`src/rtl/swmc_pkg.sv`:
```
// Shared constants and types for the stack with match count and remove.
`default_nettype none

package swmc_pkg;

  // Stored word width and width of the count fields on the result channel
  localparam int unsigned DATA_W = 32;
  localparam int unsigned RES_W  = 7;

  // Operation codes carried on the input channel
  typedef enum logic [1:0] {
    MODE_PUSH   = 2'd0,
    MODE_COUNT  = 2'd1,
    MODE_REMOVE = 2'd2
  } mode_e;

endpackage

`default_nettype wire

```
`src/rtl/swmc_ram.sv`:
```
// Simple dual-port entry memory: one write port, one read port, registered read data.
`default_nettype none

module swmc_ram #(
  parameter int unsigned DEPTH = 64,
  parameter int unsigned AW    = 6
) (
  input  wire logic                        clk_i,
  input  wire logic                        we_i,
  input  wire logic [AW-1:0]               waddr_i,
  input  wire logic [swmc_pkg::DATA_W-1:0] wdata_i,
  input  wire logic                        re_i,
  input  wire logic [AW-1:0]               raddr_i,
  output logic      [swmc_pkg::DATA_W-1:0] rdata_o
);
  import swmc_pkg::*;

  logic [DATA_W-1:0] mem_q [DEPTH];
  logic [DATA_W-1:0] rdata_q;

  // Write the addressed entry
  always_ff @(posedge clk_i) begin
    if (we_i) begin
      mem_q[waddr_i] <= wdata_i;
    end
  end

  // Registered read of the addressed entry
  always_ff @(posedge clk_i) begin
    if (re_i) begin
      rdata_q <= mem_q[raddr_i];
    end
  end

  assign rdata_o = rdata_q;

endmodule

`default_nettype wire

```
`src/rtl/stack_with_match_count_and_remove.sv`:
```
// Top level: bounded LIFO stack with match count and topmost-match removal.
//
//   channel  | handshake              | payload
//   ---------+------------------------+---------------------------------------------
//   input    | in_valid_i/in_ready_o  | mode_i, value_i
//   result   | out_valid_o/out_ready_i| match_count_o, found_o, overflow_o, fill_level_o
//
// Push and the unused code go straight to the result state; count and remove scan every
// held entry, and remove then moves each entry above the topmost match down by one place.
// One memory read per cycle sets the scan and the shift-down. Reset clears the state, the
// entry count, the read-valid flag and the output valid; the memory is not cleared.
// A result waiting on out_ready_i holds the sequencer, while one further transaction may
// already be accepted.
`default_nettype none

module stack_with_match_count_and_remove #(
  parameter int unsigned STACK_DEPTH = 64
) (
  input  wire logic                        clk_i,
  input  wire logic                        rst_ni,
  input  wire logic                        in_valid_i,
  output logic                             in_ready_o,
  input  wire logic [1:0]                  mode_i,
  input  wire logic signed [swmc_pkg::DATA_W-1:0] value_i,
  output logic                             out_valid_o,
  input  wire logic                        out_ready_i,
  output logic [swmc_pkg::RES_W-1:0]       match_count_o,
  output logic                             found_o,
  output logic                             overflow_o,
  output logic [swmc_pkg::RES_W-1:0]       fill_level_o
);
  import swmc_pkg::*;

  localparam int unsigned AW = $clog2(STACK_DEPTH);
  localparam int unsigned CW = $clog2(STACK_DEPTH + 1);

  typedef enum logic [4:0] {
    ST_IDLE   = 5'b00001,
    ST_SCAN   = 5'b00010,
    ST_SHIFT  = 5'b00100,
    ST_RESULT = 5'b01000,
    ST_SPARE  = 5'b10000
  } state_e;

  state_e state_q, state_d;

  logic [CW-1:0]            count_q, count_d;
  logic [CW-1:0]            hits_q, hits_d;
  logic [CW-1:0]            rd_idx_q, rd_idx_d;
  logic [AW-1:0]            cmp_idx_q, cmp_idx_d;
  logic [AW-1:0]            top_q, top_d;
  logic                     rd_vld_q, rd_vld_d;
  logic                     ovf_q, ovf_d;
  logic                     remove_q, remove_d;
  logic signed [DATA_W-1:0] value_q, value_d;

  logic                     out_valid_q, out_valid_d;
  logic [RES_W-1:0]         match_count_q, match_count_d;
  logic                     found_q, found_d;
  logic                     overflow_q, overflow_d;
  logic [RES_W-1:0]         fill_level_q, fill_level_d;

  logic                     ram_we;
  logic [AW-1:0]            ram_waddr;
  logic [DATA_W-1:0]        ram_wdata;
  logic                     ram_re;
  logic [AW-1:0]            ram_raddr;
  logic [DATA_W-1:0]        ram_rdata;

  logic                     in_fire;
  logic                     issue;
  logic                     hit;

  swmc_ram #(
    .DEPTH (STACK_DEPTH),
    .AW    (AW)
  ) u_ram (
    .clk_i   (clk_i),
    .we_i    (ram_we),
    .waddr_i (ram_waddr),
    .wdata_i (ram_wdata),
    .re_i    (ram_re),
    .raddr_i (ram_raddr),
    .rdata_o (ram_rdata)
  );

  assign in_ready_o = (state_q == ST_IDLE);
  assign in_fire    = in_valid_i && in_ready_o;
  assign issue      = (rd_idx_q < count_q);
  assign hit        = rd_vld_q && (ram_rdata == DATA_W'(value_q));

  // Sequence push, scan, shift-down and result hand-off
  always_comb begin
    state_d       = state_q;
    count_d       = count_q;
    hits_d        = hits_q;
    rd_idx_d      = rd_idx_q;
    cmp_idx_d     = cmp_idx_q;
    top_d         = top_q;
    rd_vld_d      = 1'b0;
    ovf_d         = ovf_q;
    remove_d      = remove_q;
    value_d       = value_q;
    out_valid_d   = out_valid_q && !out_ready_i;
    match_count_d = match_count_q;
    found_d       = found_q;
    overflow_d    = overflow_q;
    fill_level_d  = fill_level_q;
    ram_we        = 1'b0;
    ram_waddr     = count_q[AW-1:0];
    ram_wdata     = DATA_W'(value_i);
    ram_re        = 1'b0;
    ram_raddr     = rd_idx_q[AW-1:0];

    unique case (state_q)
      ST_IDLE: begin
        if (in_fire) begin
          value_d  = value_i;
          hits_d   = '0;
          ovf_d    = 1'b0;
          remove_d = 1'b0;
          rd_idx_d = '0;
          unique case (mode_e'(mode_i))
            MODE_PUSH: begin
              // Write on top, or drop and flag when full
              if (count_q == CW'(STACK_DEPTH)) begin
                ovf_d = 1'b1;
              end else begin
                ram_we  = 1'b1;
                count_d = count_q + CW'(1);
              end
              state_d = ST_RESULT;
            end
            MODE_COUNT: begin
              state_d = ST_SCAN;
            end
            MODE_REMOVE: begin
              remove_d = 1'b1;
              state_d  = ST_SCAN;
            end
            default: begin
              state_d = ST_RESULT;
            end
          endcase
        end
      end

      ST_SCAN: begin
        // Issue one read per cycle and compare the returning word
        if (issue) begin
          ram_re    = 1'b1;
          rd_idx_d  = rd_idx_q + CW'(1);
          rd_vld_d  = 1'b1;
          cmp_idx_d = rd_idx_q[AW-1:0];
        end
        if (hit) begin
          hits_d = hits_q + CW'(1);
          top_d  = cmp_idx_q;
        end
        if (!issue && !rd_vld_q) begin
          if (remove_q && (hits_q != '0)) begin
            rd_idx_d = CW'(top_q) + CW'(1);
            state_d  = ST_SHIFT;
          end else begin
            state_d = ST_RESULT;
          end
        end
      end

      ST_SHIFT: begin
        // Move each entry above the removed one down by one place
        if (issue) begin
          ram_re    = 1'b1;
          rd_idx_d  = rd_idx_q + CW'(1);
          rd_vld_d  = 1'b1;
          cmp_idx_d = rd_idx_q[AW-1:0];
        end
        if (rd_vld_q) begin
          ram_we    = 1'b1;
          ram_waddr = cmp_idx_q - AW'(1);
          ram_wdata = ram_rdata;
        end
        if (!issue && !rd_vld_q) begin
          count_d = count_q - CW'(1);
          state_d = ST_RESULT;
        end
      end

      ST_RESULT: begin
        // Load the output register once it is free
        if (!out_valid_q || out_ready_i) begin
          out_valid_d   = 1'b1;
          match_count_d = RES_W'(hits_q);
          found_d       = (hits_q != '0);
          overflow_d    = ovf_q;
          fill_level_d  = RES_W'(count_q);
          state_d       = ST_IDLE;
        end
      end

      default: begin
        state_d = ST_IDLE;
      end
    endcase
  end

  // Control state
  always_ff @(posedge clk_i or negedge rst_ni) begin
    if (!rst_ni) begin
      state_q     <= ST_IDLE;
      count_q     <= '0;
      rd_vld_q    <= 1'b0;
      out_valid_q <= 1'b0;
    end else begin
      state_q     <= state_d;
      count_q     <= count_d;
      rd_vld_q    <= rd_vld_d;
      out_valid_q <= out_valid_d;
    end
  end

  // Working and result payload
  always_ff @(posedge clk_i) begin
    hits_q        <= hits_d;
    rd_idx_q      <= rd_idx_d;
    cmp_idx_q     <= cmp_idx_d;
    top_q         <= top_d;
    ovf_q         <= ovf_d;
    remove_q      <= remove_d;
    value_q       <= value_d;
    match_count_q <= match_count_d;
    found_q       <= found_d;
    overflow_q    <= overflow_d;
    fill_level_q  <= fill_level_d;
  end

  assign out_valid_o   = out_valid_q;
  assign match_count_o = match_count_q;
  assign found_o       = found_q;
  assign overflow_o    = overflow_q;
  assign fill_level_o  = fill_level_q;

`ifndef SYNTHESIS
  a_count_bound: assert property (@(posedge clk_i) disable iff (!rst_ni)
    count_q <= CW'(STACK_DEPTH))
    else $error("entry count beyond stack depth");

  a_no_rw_collide: assert property (@(posedge clk_i) disable iff (!rst_ni)
    (ram_we && ram_re) |-> (ram_waddr != ram_raddr))
    else $error("read and write hit the same entry in one cycle");

  a_idle_drained: assert property (@(posedge clk_i) disable iff (!rst_ni)
    in_ready_o |-> !rd_vld_q)
    else $error("read still in flight while accepting");

  a_push_count: assert property (@(posedge clk_i) disable iff (!rst_ni)
    (in_fire && (mode_i == MODE_PUSH) && (count_q != CW'(STACK_DEPTH)))
      |=> (count_q == $past(count_q) + CW'(1)))
    else $error("push did not advance the entry count");
`endif

endmodule

`default_nettype wire

```
`config.mk`:
```
export PLATFORM = sky130hd
export DESIGN_NAME = stack_with_match_count_and_remove
export DESIGN_NICKNAME = d
export VERILOG_FILES = /design/src/rtl/swmc_pkg.sv /design/src/rtl/swmc_ram.sv /design/src/rtl/stack_with_match_count_and_remove.sv
export SDC_FILE = /design/constraint.sdc
export NUM_CORES = 2
export LEC_CHECK = 0
export BUFFER_PORTS_ARGS = -buffer_cell sky130_fd_sc_hd__buf_2
export CAP_MARGIN = 20
export CORE_MARGIN = 1.5
export CORE_UTILIZATION = 63
export DETAILED_ROUTE_END_ITERATION = 7
export GPL_ROUTABILITY_DRIVEN = 1
export PLACE_DENSITY = 0.79
export SLEW_MARGIN = 40
export SYNTH_ARGS = -nofsm -noshare
export SYNTH_HDL_FRONTEND = slang
export SYNTH_SLANG_ARGS = --single-unit
```
`constraint.sdc`:
```
create_clock -name clk_i -period 5.55 [get_ports clk_i]
set_input_delay 0.555 -clock clk_i [delete_from_list [all_inputs] [get_ports clk_i]]
set_output_delay 0.555 -clock clk_i [all_outputs]
set_load 0.01 [all_outputs]
```
== Word level (Yosys, flattened, before mapping) ==
Memories as Yosys holds them, arrays and structs flattened. A register that Yosys moved wholly into a read port is not among the register bits.
Cells that the tools add are included.
Storage, ports and cells
  register bits after elaboration: 90
  bits in writable memories: 2048
  input port bits: 38
  output and inout port bits: 18
  word-level logic and storage cells: 99
  memories: 1
Memory list
  u_ram.mem_q: words 64, width 32, rd ports 1, clocked after memory_dff 1, wr ports 1, RTL line swmc_ram.sv:18  | logic [DATA_W-1:0] mem_q [DEPTH];
Operators by class
  $add $sub $neg: 6
  magnitude comparators: 1
  equality and inequality tests: 15
  mux-type cells: 36
  reduce and logical (&&, ||, !) cells: 25
Operators with widths (count)
  32-bit 2-to-1 mux: 2
  7-bit 2-to-1 mux: 9
  32-bit == test: 1
  7-bit one-hot mux with 2 select lines: 2
  7-bit by 1-bit adder with 7-bit output, second input constant: 3
  7-bit one-hot mux with 3 select lines: 1
  5-bit 2-to-1 mux: 4
  5-bit one-hot mux with 4 select lines: 1
  1-bit 2-to-1 mux: 12
  6-bit 2-to-1 mux: 2
  2-bit != test, second input constant: 5
  2-bit AND reduction: 5
  4-bit 2-to-1 mux: 2
  6-bit by 1-bit adder with 7-bit output, second input constant: 1
  7-bit == test, second input constant: 1
  7-bit < comparator: 1
  7-bit nonzero test: 1
  7-bit by 1-bit subtractor with 7-bit output, second input constant: 1
  6-bit by 1-bit subtractor with 6-bit output, second input constant: 1
  5-bit by 1-bit == test with 1-bit output, second input constant: 1
  5-bit by 2-bit == test with 1-bit output, second input constant: 1
  5-bit by 3-bit == test with 1-bit output, second input constant: 1
  5-bit by 4-bit == test with 1-bit output, second input constant: 1
  1-bit logical AND: 5
  13 further kinds: 19

== Longest topological paths before layout ==
  word-level depth: 7
  depth in mapped cells: 11

== By module ==
A second synthesis with hierarchy kept.
Second synthesis, totals
  cells, all modules: 3669
  area total of the unflattened synthesis: 83457.5 µm²
By module, submodules not included
  swmc_ram: times used 1, cells each 3324, area each 78835.6 µm², sequential area each 62459.9 µm²
  stack_with_match_count_and_remove: times used 1, cells each 345, area each 4621.9 µm², sequential area each 2608.8 µm²

== Worst setup path before layout ==
OpenSTA, ideal clock, no wires.
  path type: register to register
  from: reg state_q[0]
  to: mem u_ram.mem_q[57][0], enable pin
  setup time: 421 ps
  data arrival time: 3510 ps
  required time: 5129 ps
  path slack: 1619 ps
  cell stages (with the launch flop): 10
  period minus slack after synthesis: 3931 ps
  cells stage by stage: dfstp_2 > or4b_1 > buf_2 > inv_2 > and2_1 > buf_4 > nand3_4 > o21ai_4 > nand3_2 > nor2_1
On the way
  longest elaborated chain between the ends: 6
  elaborated cells between the ends (all ways): 8
  those cells by class: eq/ne: 2; mux: 5; reduce/logical: 1
Ends and longest elaborated chain
  start, declared: RTL line stack_with_match_count_and_remove.sv:45  | state_e state_q, state_d;
  start signal, assigned: RTL line stack_with_match_count_and_remove.sv:215  | state_q <= state_d;
  5-bit by 1-bit == test with 1-bit output (*): RTL line stack_with_match_count_and_remove.sv:87  | assign in_ready_o = (state_q == ST_IDLE);
  named net in_ready_o: RTL line stack_with_match_count_and_remove.sv:22  | output logic in_ready_o,
  1-bit logical AND: RTL line stack_with_match_count_and_remove.sv:88  | assign in_fire = in_valid_i && in_ready_o;
  1-bit 2-to-1 mux: RTL line stack_with_match_count_and_remove.sv:117  | if (in_fire) begin
  1-bit one-hot mux with 2 select lines (*): RTL line stack_with_match_count_and_remove.sv:115  | unique case (state_q)
  1-bit 2-to-1 mux (*): RTL line swmc_ram.sv:23  | if (we_i) begin
  1-bit 2-to-1 mux (not written as such) (*): RTL line swmc_ram.sv:24  | mem_q[waddr_i] <= wdata_i;
  end, declared: RTL line swmc_ram.sv:18
Mark *: on every way through the listed nets, which the timed path passes. The rest lies on a longest branch.

== Worst setup path after layout ==
  from: reg state_q[1]
  to: mem u_ram.mem_q[46][31], enable pin
On the way
  longest elaborated chain between the ends: 6
  elaborated cells between the ends (all ways): 8
  those cells by class: eq/ne: 2; mux: 5; reduce/logical: 1
Ends and longest elaborated chain (RTL line)
  5-bit by 1-bit == test with 1-bit output: stack_with_match_count_and_remove.sv:87, stack_with_match_count_and_remove.sv:115
  1-bit logical AND: stack_with_match_count_and_remove.sv:88
  1-bit 2-to-1 mux: stack_with_match_count_and_remove.sv:117
  1-bit one-hot mux with 2 select lines: stack_with_match_count_and_remove.sv:115
  1-bit 2-to-1 mux: swmc_ram.sv:23
  1-bit 2-to-1 mux (not written as such): swmc_ram.sv:24
Several ways; a longest one is shown, not always the timed one.

==> flow_summary.ini <==
[critical_path]
slowest_stage = nor2_4
reg2reg_depth = 7
cp-startpoint = state_q[1]
critPathMaxStageDelay_ns = 0.83
worstPathArrival_ns = 4.90
start_kind = register
critPathCaptureType = register
r2r-start = state_q[1]
r2r_slack_ns = 1.14
path_max_fanout = 46
path_cells = or4b_4 > clkinv_4 > nand2_8 > o21ai_1 > nand3_2 > nor2_4 > buf_4
critPathKind = register to register
cp.required_ns = 6.04
worst_r2r_endpoint = u_ram.mem_q[46][31]

[min_path]
min-delay-start = mode_i[1]
worstHoldPathCells = 2
min_to = remove_q
hp-class = input pin to register

[route]
avgRoutedWirePerCell_um = 39.80
vias_per_cell = 7.429
top_layer_used = met5
wl_met2_um = 108700
met3WireLength_um = 33460
vias = 43348
drt_iter0_markers = 8074
met1_length_um = 75980
first_pass_iters = 8
wirelength_um = 232200
drtAntennaViolNets = 0
drc = 1

[pwr]
power_switching_mw = 14.54
swShare_pct = 31.68
powerDensity_mw_per_mm2 = 486.3
p_leak_nw = 29.41
peakVddDrop_uv = 354.5
p_seq_share_pct = 40.6
combPwrFrac_pct = 28.6
internal_power_mw = 31.36
clockPowerShare_pct = 30.8

[floorplan]
core_mm2 = 0.1315
initial_utilization_pct = 63.53
die-width_um = 367.1
io_pins = 56
dieHeight_um = 367.1
rows = 133
dieArea_mm2 = 0.1348

[synthesis]
ys_top_cells_by_count = 2156 x edfxtp_1, 543 x mux4_2, 91 x nor2_1
yosysUniqueCellTypes = 63
synth.most_common_cell = edfxtp_1
yosys_warnings = 0
mappedNetlistNets = 3725
synth.top_cell.area_share_pct = 77.52
syn_inst = 3668
avgSynthCellArea_um2 = 22.77
ys_seq_elements = 2169
ys_seq_area_share_pct = 77.91
async_flop_share_pct = 0.5994
netlist_top_cells_area = edfxtp_1 78%, mux4_2 15%, mux2i_1 0.86%
syn_area_mm2 = 0.08352
yosys.area.top_type = edfxtp_1
synth_edf_count = 2156
synth_ff_type = edfxtp_1

[cts]
cts_buffers = 201
clk_root_buffer_cell = clkbuf_16
cts_setup_buffers = 0
clock_latency_ns = 0.85
cts_max_level = 4
ctsHoldBuffers = 33
cts_tree = built
cts_buffer_depth = 3
cts_resized = 0
cts_sinks = 2169
path_clk_slew_ns = 0.06

[global_route]
grt_max_degree = 145
grt_pass1_wl_um = 325700
grt_usage_pct = 34.98
antenna_found_initial = 14
grt_pass1_vias = 42459
grt.overflow.total = 0

[place]
io_buffers = 55
dp_slack_ns = 1.129
place_area_mm2 = 0.08720
place.gp.congestion = 0.9645
dp_hpwl_um = 126500

[layout]
layout-area-overhead-vs-synth_pct = 13.04
layout-drive-gt1-share_pct = 28.70
nets = 3966
seqCellArea_mm2 = 0.06507
multi_input_area_mm2 = 0.01825
fill_cells = 6944
stdcell_area_mm2 = 0.09441
final_util_pct = 71.81

[timing]
tightestPinTransition_ns = 1.022
post-route-min-period_ns = 4.406
relSlewSlack_pct = 31.42
fin_skew_ns = 0.05509
min_period_over_period_pct = 79.38
fmax_mhz = 227.0
hold_violations = 0
slew_viol_final = 0
final.setup.tns_ns = 0
rsz0062_at_grt = false
setup_viol = 0
setup_ws_ns = 1.144

[run]
max_cap_viol_count = 0

[status]
failed_checks = design-rule violations
status = finished, violations left
metal layers:
layer | GRT usage (%) | vias to the layer above
li1 | - | 16078
met2 | 53.14 | 4248
met3 | 9.771 | 705
met4 | 17.09 | 12
met5 | 0 | -
met1 | 47.64 | 22305
state kept, by name, summed over array words and instances, names as in the netlist:
register / count
u_ram.mem_q: 2048
count_q: 7
rd_vld_q: 1
state_q: 4
match_count_o: 7
hits_q: 7
ovf_q: 1
u_ram.rdata_o: 32
overflow_o: 1
cmp_idx_q: 6
remove_q: 1
out_valid_o: 1
rd_idx_q: 7
found_o: 1
fill_level_o: 7
value_q: 32
top_q: 6
worst max-delay path: cells and delay by family, from the launching register on:
family	cells	cell delay [ns]
AOI/OAI and AO/OA	1	0.51
buffers and inverters	2	0.52
DFF	1	0.43
and+or+nand+nor	4	2.56
through the flow:
stage | hold WS (ns) | std cells | total power [mW]
global route | 0.02907 | 5833 | 46.68
finish | 0.06121 | 5835 | 45.91
floorplan | 0.2594 | 3668 | 26.91
CTS | 0.01094 | 5829 | 45.42
detailed placement | 0.4080 | 5425 | 31.25
global placement | 0.4111 | 5407 | 30.94
worst max-delay path by stage:
stage | to | slack, ns | cells after the start
floorplan | u_ram.mem_q[57][0] | 1.62 | 9
global placement | u_ram.mem_q[8][15] | 1.31 | 8
detailed placement | u_ram.mem_q[7][18] | 1.13 | 7
CTS | u_ram.mem_q[7][2] | 1.02 | 7
global route | u_ram.mem_q[46][31] | 1.04 | 7
finish | u_ram.mem_q[46][31] | 1.14 | 7
kinds of logic (layout without fill, tap and decap cells):
logic type	Yosys count	after routing	synth area share, %
other	0	3	0
flip-flops	2169	2169	77.91
AND/OR/NAND/NOR	243	243	1.393
multiplexers	650	650	15.98
adder cells (fa/ha/maj)	19	19	0.2936
AO/OA/AOI/OAI	323	323	2.497
XOR/XNOR	57	57	0.5978
buffers and inverters	207	616	1.329
layout make-up:
cell class | instances | share of cell area, %
Antenna cell | 3 | 0.007952
Clock buffer | 243 | 5.585
Clock inverter | 128 | 1.468
Inverter | 18 | 0.07687
Multi-Input combinational cell | 1292 | 19.34
Sequential cell | 2169 | 68.92
Tap cell | 1755 | 2.326
Timing Repair Buffer | 227 | 2.277
power by group through the flow:
stage	registers, mW	clock network [mW]	logic [mW]
2_1_floorplan	18.9	0	8.02
3_3_place_gp	18.9	0	12.0
3_5_place_dp	19.0	0	12.3
4_1_cts	18.6	14.2	12.6
5_1_grt	18.6	14.7	13.3
6_report	18.6	14.1	13.1
layout by cell type (no fill, tap or decap), types with 47 or more instances in the layout:
master	synthesis	layout
a211oi_1	63	56
mux2i_1	72	72
edfxtp_1	2156	2156
buf_4	31	106
o22ai_1	61	61
a22oi_1	59	59
nor2_4	0	65
clkbuf_16	0	205
xor2_1	47	47
mux4_2	543	543
nand2_1	73	70
buf_2	60	55
(Power assumes the default switching activity.)
